**config.mk**
```make
export PLATFORM = sky130hd
export DESIGN_NAME = thermostat_stepper_driver_top
export DESIGN_NICKNAME = d
export VERILOG_FILES = /design/src/tsd_pkg.sv /design/src/thermostat_stepper_driver_top.sv
export SDC_FILE = /design/constraint.sdc
export NUM_CORES = 1
export LEC_CHECK = 0
export BUFFER_PORTS_ARGS = -buffer_cell sky130_fd_sc_hd__buf_2
export CORE_ASPECT_RATIO = 1.5
export CORE_MARGIN = 2
export CORE_UTILIZATION = 30
export CTS_BUF_LIST = sky130_fd_sc_hd__clkbuf_8
export CTS_CLUSTER_SIZE = 40
export DETAILED_ROUTE_END_ITERATION = 8
export PLACE_DENSITY = 0.43
export SYNTH_ARGS = -nofsm -noshare
export SYNTH_HDL_FRONTEND = slang
export SYNTH_SLANG_ARGS = --single-unit
```
**constraint.sdc**
```tcl
create_clock -name i_clk -period 8.05 [get_ports i_clk]
set_input_delay 0.4025 -clock i_clk [delete_from_list [all_inputs] [get_ports i_clk]]
set_output_delay 0.4025 -clock i_clk [all_outputs]
set_load 0.05 [all_outputs]
```
**src/tsd_pkg.sv**
```systemverilog
`timescale 1ns / 1ps

package tsd_pkg;

    localparam int PERIOD_WIDTH = 16;
    localparam int CFG_DATA_W   = 16;
    localparam int CFG_INDEX_W  = 3;
    localparam int TEMP_W       = 12;

    localparam logic [32:0] COUNT_MAX = (33'd1 << PERIOD_WIDTH) - 33'd1;

    typedef enum logic [2:0] {
        MODE_STOP  = 3'd0,
        MODE_HEAT  = 3'd1,
        MODE_VLOW  = 3'd2,
        MODE_VMID  = 3'd3,
        MODE_VHIGH = 3'd4
    } t_mode;

    typedef enum logic [CFG_INDEX_W-1:0] {
        REG_SETPOINT    = 3'd0,
        REG_PERIOD_SLOW = 3'd1,
        REG_PERIOD_MID  = 3'd2,
        REG_PERIOD_FAST = 3'd3,
        REG_LAMP_POL    = 3'd4
    } t_reg_index;

    typedef enum logic {
        OP_READING = 1'b0,
        OP_TICK    = 1'b1
    } t_op;

    typedef struct packed {
        logic                     operation;
        logic signed [TEMP_W-1:0] temperature;
    } t_in_req;

    typedef struct packed {
        logic [3:0] coils;
        logic [2:0] drive_mode;
        logic       lamp;
        logic       stepped;
    } t_out_rsp;

    function automatic logic [3:0] coil_phase(input logic [2:0] idx);
        logic [3:0] c;
        case (idx)
            3'd0:    c = 4'h1;
            3'd1:    c = 4'h5;
            3'd2:    c = 4'h4;
            3'd3:    c = 4'h6;
            3'd4:    c = 4'h2;
            3'd5:    c = 4'hA;
            3'd6:    c = 4'h8;
            3'd7:    c = 4'h9;
            default: c = 4'h0;
        endcase
        return c;
    endfunction

    // zero period steps every tick; saturate when the count is narrower
    function automatic logic [PERIOD_WIDTH-1:0] reload_value(input logic [15:0] period);
        logic [15:0] p;
        logic [32:0] w;
        logic [PERIOD_WIDTH-1:0] r;
        p = (period == 16'd0) ? 16'd0 : (period - 16'd1);
        w = {17'd0, p};
        if (w > COUNT_MAX) begin
            r = '1;
        end else begin
            r = w[PERIOD_WIDTH-1:0];
        end
        return r;
    endfunction

endpackage

```
**src/thermostat_stepper_driver_top.sv**
```systemverilog
`timescale 1ns / 1ps

// Thermostat stepper driver.
// Input channel (i_in_valid / o_in_ready / i_in_req): each request is either a
// temperature reading, which picks one of five drive modes against the setpoint,
// or a one-microsecond tick, which paces an 8-phase half-step coil sequence.
// Output channel (o_out_valid / i_out_ready / o_out_rsp): exactly one response
// per request, in order: coil levels, drive mode, lamp level, stepped flag.
// o_out_valid rises in the cycle after acceptance. Throughput is one request
// per cycle while i_out_ready is high; the mode compare and the count/phase
// update sit between the state registers and the single response register.
// When the receiver stalls, the response register holds and o_in_ready stays
// high only while that register is empty or being drained in the same cycle.
// Configuration writes (i_cfg_wr_en, i_cfg_index, i_cfg_wr_data) take effect at
// once and are expected only while the block is idle.
// Reset: mode stop, phase 0, count 0, coils off, configuration at defaults,
// no response pending. No clearing pass is needed.
module thermostat_stepper_driver_top (
    input  logic                           i_clk,
    input  logic                           i_rst_n,
    input  logic                           i_cfg_wr_en,
    input  logic [tsd_pkg::CFG_INDEX_W-1:0] i_cfg_index,
    input  logic [tsd_pkg::CFG_DATA_W-1:0]  i_cfg_wr_data,
    input  logic                           i_in_valid,
    output logic                           o_in_ready,
    input  tsd_pkg::t_in_req               i_in_req,
    output logic                           o_out_valid,
    input  logic                           i_out_ready,
    output tsd_pkg::t_out_rsp              o_out_rsp
);
    import tsd_pkg::*;

    logic signed [TEMP_W-1:0] r_setpoint;
    logic [15:0]              r_period_slow;
    logic [15:0]              r_period_mid;
    logic [15:0]              r_period_fast;
    logic                     r_lamp_pol;

    t_mode                    r_mode, n_mode;
    logic [2:0]               r_phase, n_phase;
    logic [PERIOD_WIDTH-1:0]  r_count, n_count;
    logic [3:0]               r_coils, n_coils;
    logic                     n_stepped;

    logic                     r_out_valid;
    t_out_rsp                 r_out_rsp, n_out_rsp;

    logic                     accept;
    logic signed [TEMP_W+1:0] diff;
    t_mode                    pick;
    logic [15:0]              period_sel;

    assign o_in_ready  = !r_out_valid || i_out_ready;
    assign accept      = i_in_valid && o_in_ready;
    assign o_out_valid = r_out_valid;
    assign o_out_rsp   = r_out_rsp;

    always_ff @(posedge i_clk) begin
        if (!i_rst_n) begin
            r_setpoint    <= 12'sd250;
            r_period_slow <= 16'd10000;
            r_period_mid  <= 16'd3333;
            r_period_fast <= 16'd1667;
            r_lamp_pol    <= 1'b0;
        end else if (i_cfg_wr_en) begin
            case (i_cfg_index)
                REG_SETPOINT:    r_setpoint    <= i_cfg_wr_data[TEMP_W-1:0];
                REG_PERIOD_SLOW: r_period_slow <= i_cfg_wr_data[15:0];
                REG_PERIOD_MID:  r_period_mid  <= i_cfg_wr_data[15:0];
                REG_PERIOD_FAST: r_period_fast <= i_cfg_wr_data[15:0];
                REG_LAMP_POL:    r_lamp_pol    <= i_cfg_wr_data[0];
                default:         ;
            endcase
        end
    end

    assign diff = {{2{i_in_req.temperature[TEMP_W-1]}}, i_in_req.temperature}
                - {{2{r_setpoint[TEMP_W-1]}}, r_setpoint};

    always_comb begin
        if (diff < -14'sd10) begin
            pick = MODE_HEAT;
        end else if (diff <= 14'sd10) begin
            pick = MODE_STOP;
        end else if (diff < 14'sd30) begin
            pick = MODE_VLOW;
        end else if (diff <= 14'sd50) begin
            pick = MODE_VMID;
        end else begin
            pick = MODE_VHIGH;
        end
    end

    always_comb begin
        case (r_mode)
            MODE_VMID:  period_sel = r_period_mid;
            MODE_VHIGH: period_sel = r_period_fast;
            default:    period_sel = r_period_slow;
        endcase
    end

    always_comb begin
        n_mode = r_mode;
        if (i_in_req.operation == OP_READING) begin
            n_mode = pick;
        end
    end

    always_comb begin
        n_phase   = r_phase;
        n_count   = r_count;
        n_coils   = r_coils;
        n_stepped = 1'b0;
        if (i_in_req.operation == OP_TICK) begin
            case (r_mode)
                MODE_HEAT, MODE_VLOW, MODE_VMID, MODE_VHIGH: begin
                    if (r_count == '0) begin
                        n_coils   = coil_phase(r_phase);
                        n_phase   = (r_mode == MODE_HEAT) ? r_phase + 3'd1 : r_phase - 3'd1;
                        n_count   = reload_value(period_sel);
                        n_stepped = 1'b1;
                    end else begin
                        n_count = r_count - PERIOD_WIDTH'(1);
                    end
                end
                default: begin
                    n_coils = 4'h0;
                    n_count = '0;
                end
            endcase
        end
    end

    always_comb begin
        n_out_rsp.coils      = n_coils;
        n_out_rsp.drive_mode = n_mode;
        n_out_rsp.lamp       = (n_mode == MODE_HEAT) ^ r_lamp_pol;
        n_out_rsp.stepped    = n_stepped;
    end

    always_ff @(posedge i_clk) begin
        if (!i_rst_n) begin
            r_mode      <= MODE_STOP;
            r_phase     <= 3'd0;
            r_count     <= '0;
            r_coils     <= 4'h0;
            r_out_valid <= 1'b0;
        end else begin
            if (accept) begin
                r_mode  <= n_mode;
                r_phase <= n_phase;
                r_count <= n_count;
                r_coils <= n_coils;
            end
            if (accept) begin
                r_out_valid <= 1'b1;
            end else if (i_out_ready) begin
                r_out_valid <= 1'b0;
            end
        end
    end

    always_ff @(posedge i_clk) begin
        if (accept) begin
            r_out_rsp <= n_out_rsp;
        end
    end

endmodule

```
==> results.cfg, run 1 <==
[run_status]
outcome = finished, final reports clean

[finish]
area_growth_syn_to_layout_pct = 9.81
final_cell_area_um2 = 6540
drive_gt1_share_pct = 10.8
diodes = 0
final_nets = 852
fill_cells = 2106

[worst_hold_path]
hp-class = primary input to flip-flop

[die]
ios = 48
die_area_um2 = 21000
core-area_um2 = 19600
die_h_um = 177
die-width_um = 119
rows = 63
initial_core_util_pct = 30.3

[place]
gp_congestion = 0.831
placed_area_um2 = 6350
port_buffers = 47
place_hpwl_mm = 13.6

[power]
p_sw_share_pct = 34.8
p_int_uw = 750
ir_worst_vdd_uv = 64.5
p_switching_uw = 400
p_seq_share_pct = 46.8
p_clk_share_pct = 28.5
p_per_area_nw_per_um2 = 176
p_leak_nw = 2.51
comb_power_share_pct = 24.7

[drt]
first_pass_iters = 5
wl_per_cell_um = 16.8
drt-initial-drc-count = 311
antenna_left = 0
post-route-drc-count = 0
vias = 5543
vias_per_cell = 5.21
drt_wl_total_mm = 17.8

[sta]
relSlewSlack_pct = 33.2
clock_skew_ns = 0.0201
hold_viol_final = 0
worst_slew_pin_slew_ns = 0.992
period_share_pct = 41.9
finalMaxSlewViolations = 0
max_freq_mhz = 297
finalSetupViolations = 0
grt_setup_unrepaired = false
setup_tns_ns = 0
period_minus_slack_ns = 3.37

[cts]
insertion_delay_ns = 0.39
cts_max_level = 3
postCtsSetupRepairBufs = 0
cts_buffers = 9
cts_sinks = 101
ctsHoldBuffers = 0
clock-root-buffer = clkbuf_8
cts.repair.resized = 0
clockBufferDepth = 2
cts_tree = done
path_clk_slew_ns = 0.12

[logic_synthesis]
ys_warn_count = 0
synth_nets = 831
synthCells = 777
ys_seq_elements = 101
async_reset_ff_share_pct = 0
synth_edf_count = 9
syn_area_um2 = 5960
avgSynthCellArea_um2 = 7.67
seq_area_frac_synth_pct = 35.5
ys_types = 74
synth_flop_cell = dfxtp_1

[critical_path]
crit_required_ns = 8.33
arrival_ns = 3.65
crit_path_top_delay_cell = o221ai_1
critPathCaptureType = flip-flop
crit_path_start_kind = flip-flop
cp_top_family = compound AO/OA/AOI/OAI gates
cpPeakStageDelay_ns = 0.51
crit_buf_inv = 1
criticalPathCategory = flip-flop to flip-flop
crit_chain = buf_4 -> and3b_1 -> or2_1 -> o221ai_1 -> ha_1 -> nand3_1 -> o31a_1 -> o21ai_0 -> a21oi_1 -> a221o_1
worstPathMaxFanout = 20

[global_route]
grt_first_pass_wirelength_mm = 28.3
gr-total-overflow = 0
grt_max_degree = 53
antenna_found_initial = 0
grt_pass1_vias = 5339
grtUsageTotal_pct = 17.1

[run]
max-cap-violations = 0
final timing paths:
kind	slack [ns]	end	startpoint	cells after the start
hold reg to reg	0.46	r_setpoint[8]	r_setpoint[8]	2
setup reg to reg	4.68	r_count[10]	r_mode[2]	10
setup / recovery	4.68	r_count[10]	r_mode[2]	10
hold / removal	0.26	r_period_slow[13]	i_cfg_wr_data[13]	3
area by class of cell:
| class | count | area [um2] | share of cell area, % |
|---|---|---|---|
| multi-input cells | 609 | 3550 | 54.3 |
| flip-flops and latches | 101 | 2110 | 32.3 |
| well taps | 260 | 325 | 4.97 |
| repair buffers | 51 | 265 | 4.06 |
| clock buffers | 10 | 138 | 2.10 |
| inverters | 26 | 97.6 | 1.49 |
| clock inverters | 6 | 52.6 | 0.803 |
synth_stat cells (5+ instances only):
| cell type | number | share of area (%) |
|---|---|---|
| buf_6 | 5 | 0.95 |
| or2_2 | 5 | 0.53 |
| nor4_1 | 5 | 0.53 |
| nand4_1 | 6 | 0.63 |
| o21a_1 | 5 | 0.63 |
| a21oi_1 | 75 | 6.3 |
| inv_1 | 25 | 1.6 |
| xnor2_1 | 12 | 1.8 |
| a211oi_1 | 5 | 0.63 |
| nand3_1 | 27 | 2.3 |
| nor2_1 | 66 | 4.2 |
| a22o_1 | 5 | 0.74 |
| o221ai_1 | 6 | 0.88 |
| nand2b_1 | 6 | 0.63 |
| nor2b_1 | 8 | 0.84 |
| edfxtp_1 | 9 | 4.5 |
| nand2_1 | 166 | 10 |
| o21ai_0 | 42 | 3.5 |
| clkbuf_1 | 30 | 1.9 |
| ha_1 | 15 | 3.2 |
| o211ai_1 | 13 | 1.6 |
| o32a_1 | 5 | 0.84 |
| and2_1 | 5 | 0.53 |
| xor2_1 | 12 | 1.8 |
| nor3b_1 | 17 | 2.1 |
| a31oi_1 | 6 | 0.63 |
| nor3_1 | 17 | 1.4 |
| and3_1 | 5 | 0.53 |
| dfxtp_1 | 92 | 31 |
registers in the layout, indices dropped and copies added, names as in the netlist, named ones only:
signal / count
o_out_rsp: 9
o_out_valid: 1
r_coils: 4
r_count: 16
r_lamp_pol: 1
r_mode: 3
r_period_fast: 16
r_period_mid: 16
r_period_slow: 16
r_phase: 3
r_setpoint: 12
through the flow:
step / hold WS, ns / worst slack, ns / power, mW / util (%) / instances
final: 0.258 / 4.68 / 1.15 / 33.3 / 1063
after global routing: 0.258 / 4.31 / 1.22 / 33.3 / 1063
after CTS: 0.230 / 4.64 / 1.17 / 33.3 / 1063
after detailed placement: 0.450 / 4.66 / 0.834 / 32.4 / 1047
after global placement: 0.450 / 4.80 / 0.833 / 32.4 / 1047
after floorplan: 0.436 / 5.20 / 0.757 / - / 777
worst min-delay path, cell delays in order:
cell     delay, ns
buf_2         0.11
nand2_1       0.05
nand3_1       0.06
cells by family (layout without fill, tap and decap cells):
group | Yosys count | in the layout | synth area share, %
compound gates | 214 | 214 | 24.4
xor+xnor | 24 | 24 | 3.53
fa+ha+maj | 17 | 17 | 3.82
buf+inv | 67 | 93 | 4.94
flops | 101 | 101 | 35.5
mux | 3 | 3 | 0.504
simple gates | 351 | 351 | 27.3
placed cells by master, fill, tap and decap left out, types with 4 or more instances in the layout:
cell type,instances
a211o_1,4
a211oi_1,5
a21oi_1,75
a22o_1,5
a22oi_1,4
a31oi_1,6
and2_1,5
and3_1,5
buf_2,47
buf_4,4
clkbuf_8,10
dfxtp_1,92
edfxtp_1,9
ha_1,15
inv_1,26
nand2_1,166
nand2b_1,6
nand3_1,27
nand3b_1,4
nand4_1,6
nor2_1,66
nor2b_1,8
nor3_1,17
nor3b_1,17
nor4_1,5
o211ai_1,13
o21a_1,5
o21ai_0,42
o221ai_1,6
o221ai_2,4
o32a_1,5
or2_2,5
xnor2_1,12
xor2_1,12
metal layers:
metal  up-vias  wire (um)  share of wire, %  GRT usage, %
met2       138       8910                50          30.8
met4         0        470               2.6          6.70
met5         -          0                 0             0
met1      2566       7770                44          20.0
li1       2813          -                 -             -
met3        26        667               3.7          2.84
power groups by stage:
stage	Clock [mW]	Sequential, mW	Combinational [mW]
6_report	0.328	0.538	0.284
3_3_place_gp	0	0.550	0.283
5_1_grt	0.360	0.541	0.314
3_5_place_dp	0	0.550	0.284
2_1_floorplan	0	0.558	0.199
4_1_cts	0.343	0.539	0.286
Power figures use the tool's default switching activity.
==> run 2: changes to the inputs <==
==> constraint.sdc (replaced) <==
create_clock -name i_clk -period 3.3 [get_ports i_clk]
set_input_delay 0.165 -clock i_clk [delete_from_list [all_inputs] [get_ports i_clk]]
set_output_delay 0.165 -clock i_clk [all_outputs]
set_load 0.05 [all_outputs]
==> run 2 against run 1 <==
  * Combinational power increased to 2.6 times the previous value
  * Clock-buffer cell count is 1 lower
  * Sequential power rose by 140%
  * Core utilization increased by 0.75 points
  * Final area rose by 2.2%
  * Final cell count up 1.1%
  * Flip-flop and latch count unchanged
  * Register-to-register slack worse by 4.4 ns
  * Total power grew to 2.6 times the previous value
==> results.cfg, run 2 (synthesized netlist as in run 1, its figures left out) <==
[place]
port_buffers = 47
gp_congestion = 0.823
place_hpwl_mm = 13.9
dp_slack_ns = 0.124

[power]
ir_worst_vdd_uv = 187
p_leak_nw = 2.59
p_seq_share_pct = 43.9
p_clk_share_pct = 31.8
p_switching_uw = 945
comb_power_share_pct = 24.3
p_sw_share_pct = 31.6
p_per_area_nw_per_um2 = 447
p_int_mw = 2.05

[sta]
finalMaxSlewViolations = 0
finalSetupViolations = 0
grt_setup_unrepaired = false
relSlewSlack_pct = 44.7
period_share_pct = 91.3
period_minus_slack_ns = 3.01
max_freq_mhz = 332
hold_viol_final = 0
setup_tns_ns = 0
clock_skew_ns = 0.0160
finalWorstSetupSlack_ns = 0.289
worst_slew_pin_slew_ns = 0.827

[drt]
wl_per_cell_um = 16.8
vias = 5640
vias_per_cell = 5.25
antenna_left = 0
post-route-drc-count = 0
drt-initial-drc-count = 314
first_pass_iters = 5
drt_wl_total_mm = 18.1

[critical_path]
cpPeakStageDelay_ns = 0.44
arrival_ns = 3.28
crit_buf_inv = 0
crit_chain = ha_1 -> fa_1 -> nand2b_1 -> a21oi_2 -> o21ai_1 -> o221a_2 -> nor3_1 -> nand4_1 -> o21a_1 -> a221oi_1
crit_path_top_delay_cell = fa_1
crit_path_start_kind = flip-flop
critPathCaptureType = flip-flop
cp_top_family = compound AO/OA/AOI/OAI gates
crit_required_ns = 3.57
worstPathMaxFanout = 4
criticalPathCategory = flip-flop to flip-flop

[cts]
clockBufferDepth = 2
cts_tree = done
cts_sinks = 101
cts_max_level = 3
insertion_delay_ns = 0.39
clock-root-buffer = clkbuf_8
path_clk_slew_ns = 0.11
ctsHoldBuffers = 0
cts_buffers = 9

[global_route]
grtUsageTotal_pct = 17.4
grt_pass1_vias = 5553
gr-total-overflow = 0
grt_max_degree = 34
grt_first_pass_wirelength_mm = 29.0
antenna_found_initial = 0

[finish]
mostFrequentLayoutCell = nand2_1
area_growth_syn_to_layout_pct = 12.3
drive_gt1_share_pct = 12.3
final_nets = 865
diodes = 0
mostFrequentLayoutCells = 166 x nand2_1, 92 x dfxtp_1, 74 x a21oi_1, 66 x nor2_1, 47 x buf_2

[worst_hold_path]
hp-class = primary input to flip-flop

[die]
die_h_um = 177
die-width_um = 119
core-area_um2 = 19600
initial_core_util_pct = 30.3
rows = 63
ios = 48
die_area_um2 = 21000

[run]
max-cap-violations = 0

[run_status]
outcome = finished, final reports clean
run 2: cell count changes in the layout (fill, tap and decap cells not counted):
| cell | before | now |
|---|---|---|
| o21ai_1 | 1 | 2 |
| inv_8 | 2 | 0 |
| a21oi_2 | 0 | 1 |
| bufinv_16 | 0 | 3 |
| buf_4 | 4 | 17 |
| o21ai_0 | 42 | 41 |
| clkinv_4 | 1 | 0 |
| clkbuf_8 | 10 | 9 |
| a21oi_1 | 75 | 74 |
run 2: metrics by stage:
step	instance area (um2)	instances	total power [mW]	hold WS (ns)	util (%)
final	6690	1075	2.99	0.0280	34.1
after global routing	6690	1075	3.15	0.0345	34.1
after CTS	6680	1075	3.02	0.000724	34.1
after detailed placement	6450	1060	2.07	0.421	32.9
after global placement	6450	1060	2.07	0.412	32.9
after floorplan	5960	777	1.85	0.289	-
run 2: cell type report:
cell class                 instances  area, um2
clock buffer                       9        124
clock inverter                     6        111
fill                            2108      12900
inverter                          26       97.6
multi-input combinational        609       3550
sequential                       101       2110
tap                              260        325
timing repair buffer              64        363
run 2: power by group through the flow:
stage	combinational (mW)	clock (mW)	sequential, mW
floorplan	0.486	0	1.36
global placement	0.726	0	1.34
detailed placement	0.725	0	1.34
CTS	0.728	0.981	1.31
global route	0.805	1.02	1.32
finish	0.727	0.952	1.31
run 2: path summary, 6_finish.rpt:
path                                       start               end  slack (ns)  depth (start not counted)
worst max-delay path               r_setpoint[0]         r_mode[0]        0.29                         10
worst min-delay path                  i_in_valid       o_out_valid        0.03                          3
worst max register to register     r_setpoint[0]         r_mode[0]        0.29                         10
worst min register to register  r_period_mid[15]  r_period_mid[15]        0.47                          2
run 2: worst reg2reg max path, cell delays in order, from the launching register on:
cell	delay, ns
dfxtp_1	0.34
ha_1	0.22
fa_1	0.44
nand2b_1	0.25
a21oi_2	0.22
o21ai_1	0.16
o221a_2	0.31
nor3_1	0.17
nand4_1	0.22
o21a_1	0.26
a221oi_1	0.32
run 2: what timing repair did:
item	CTS	global route
setup buffers	0	0
resized for setup	0	2
setup endpoints to repair	0	4
run 2: per-layer routing:
layer	global-route usage [%]	routed length (um)	vias to the layer above
met1	20.2	7890	2683
met5	0	0	-
met4	7.39	497	0
met3	2.16	408	28
met2	32.0	9290	101
li1	-	-	2828
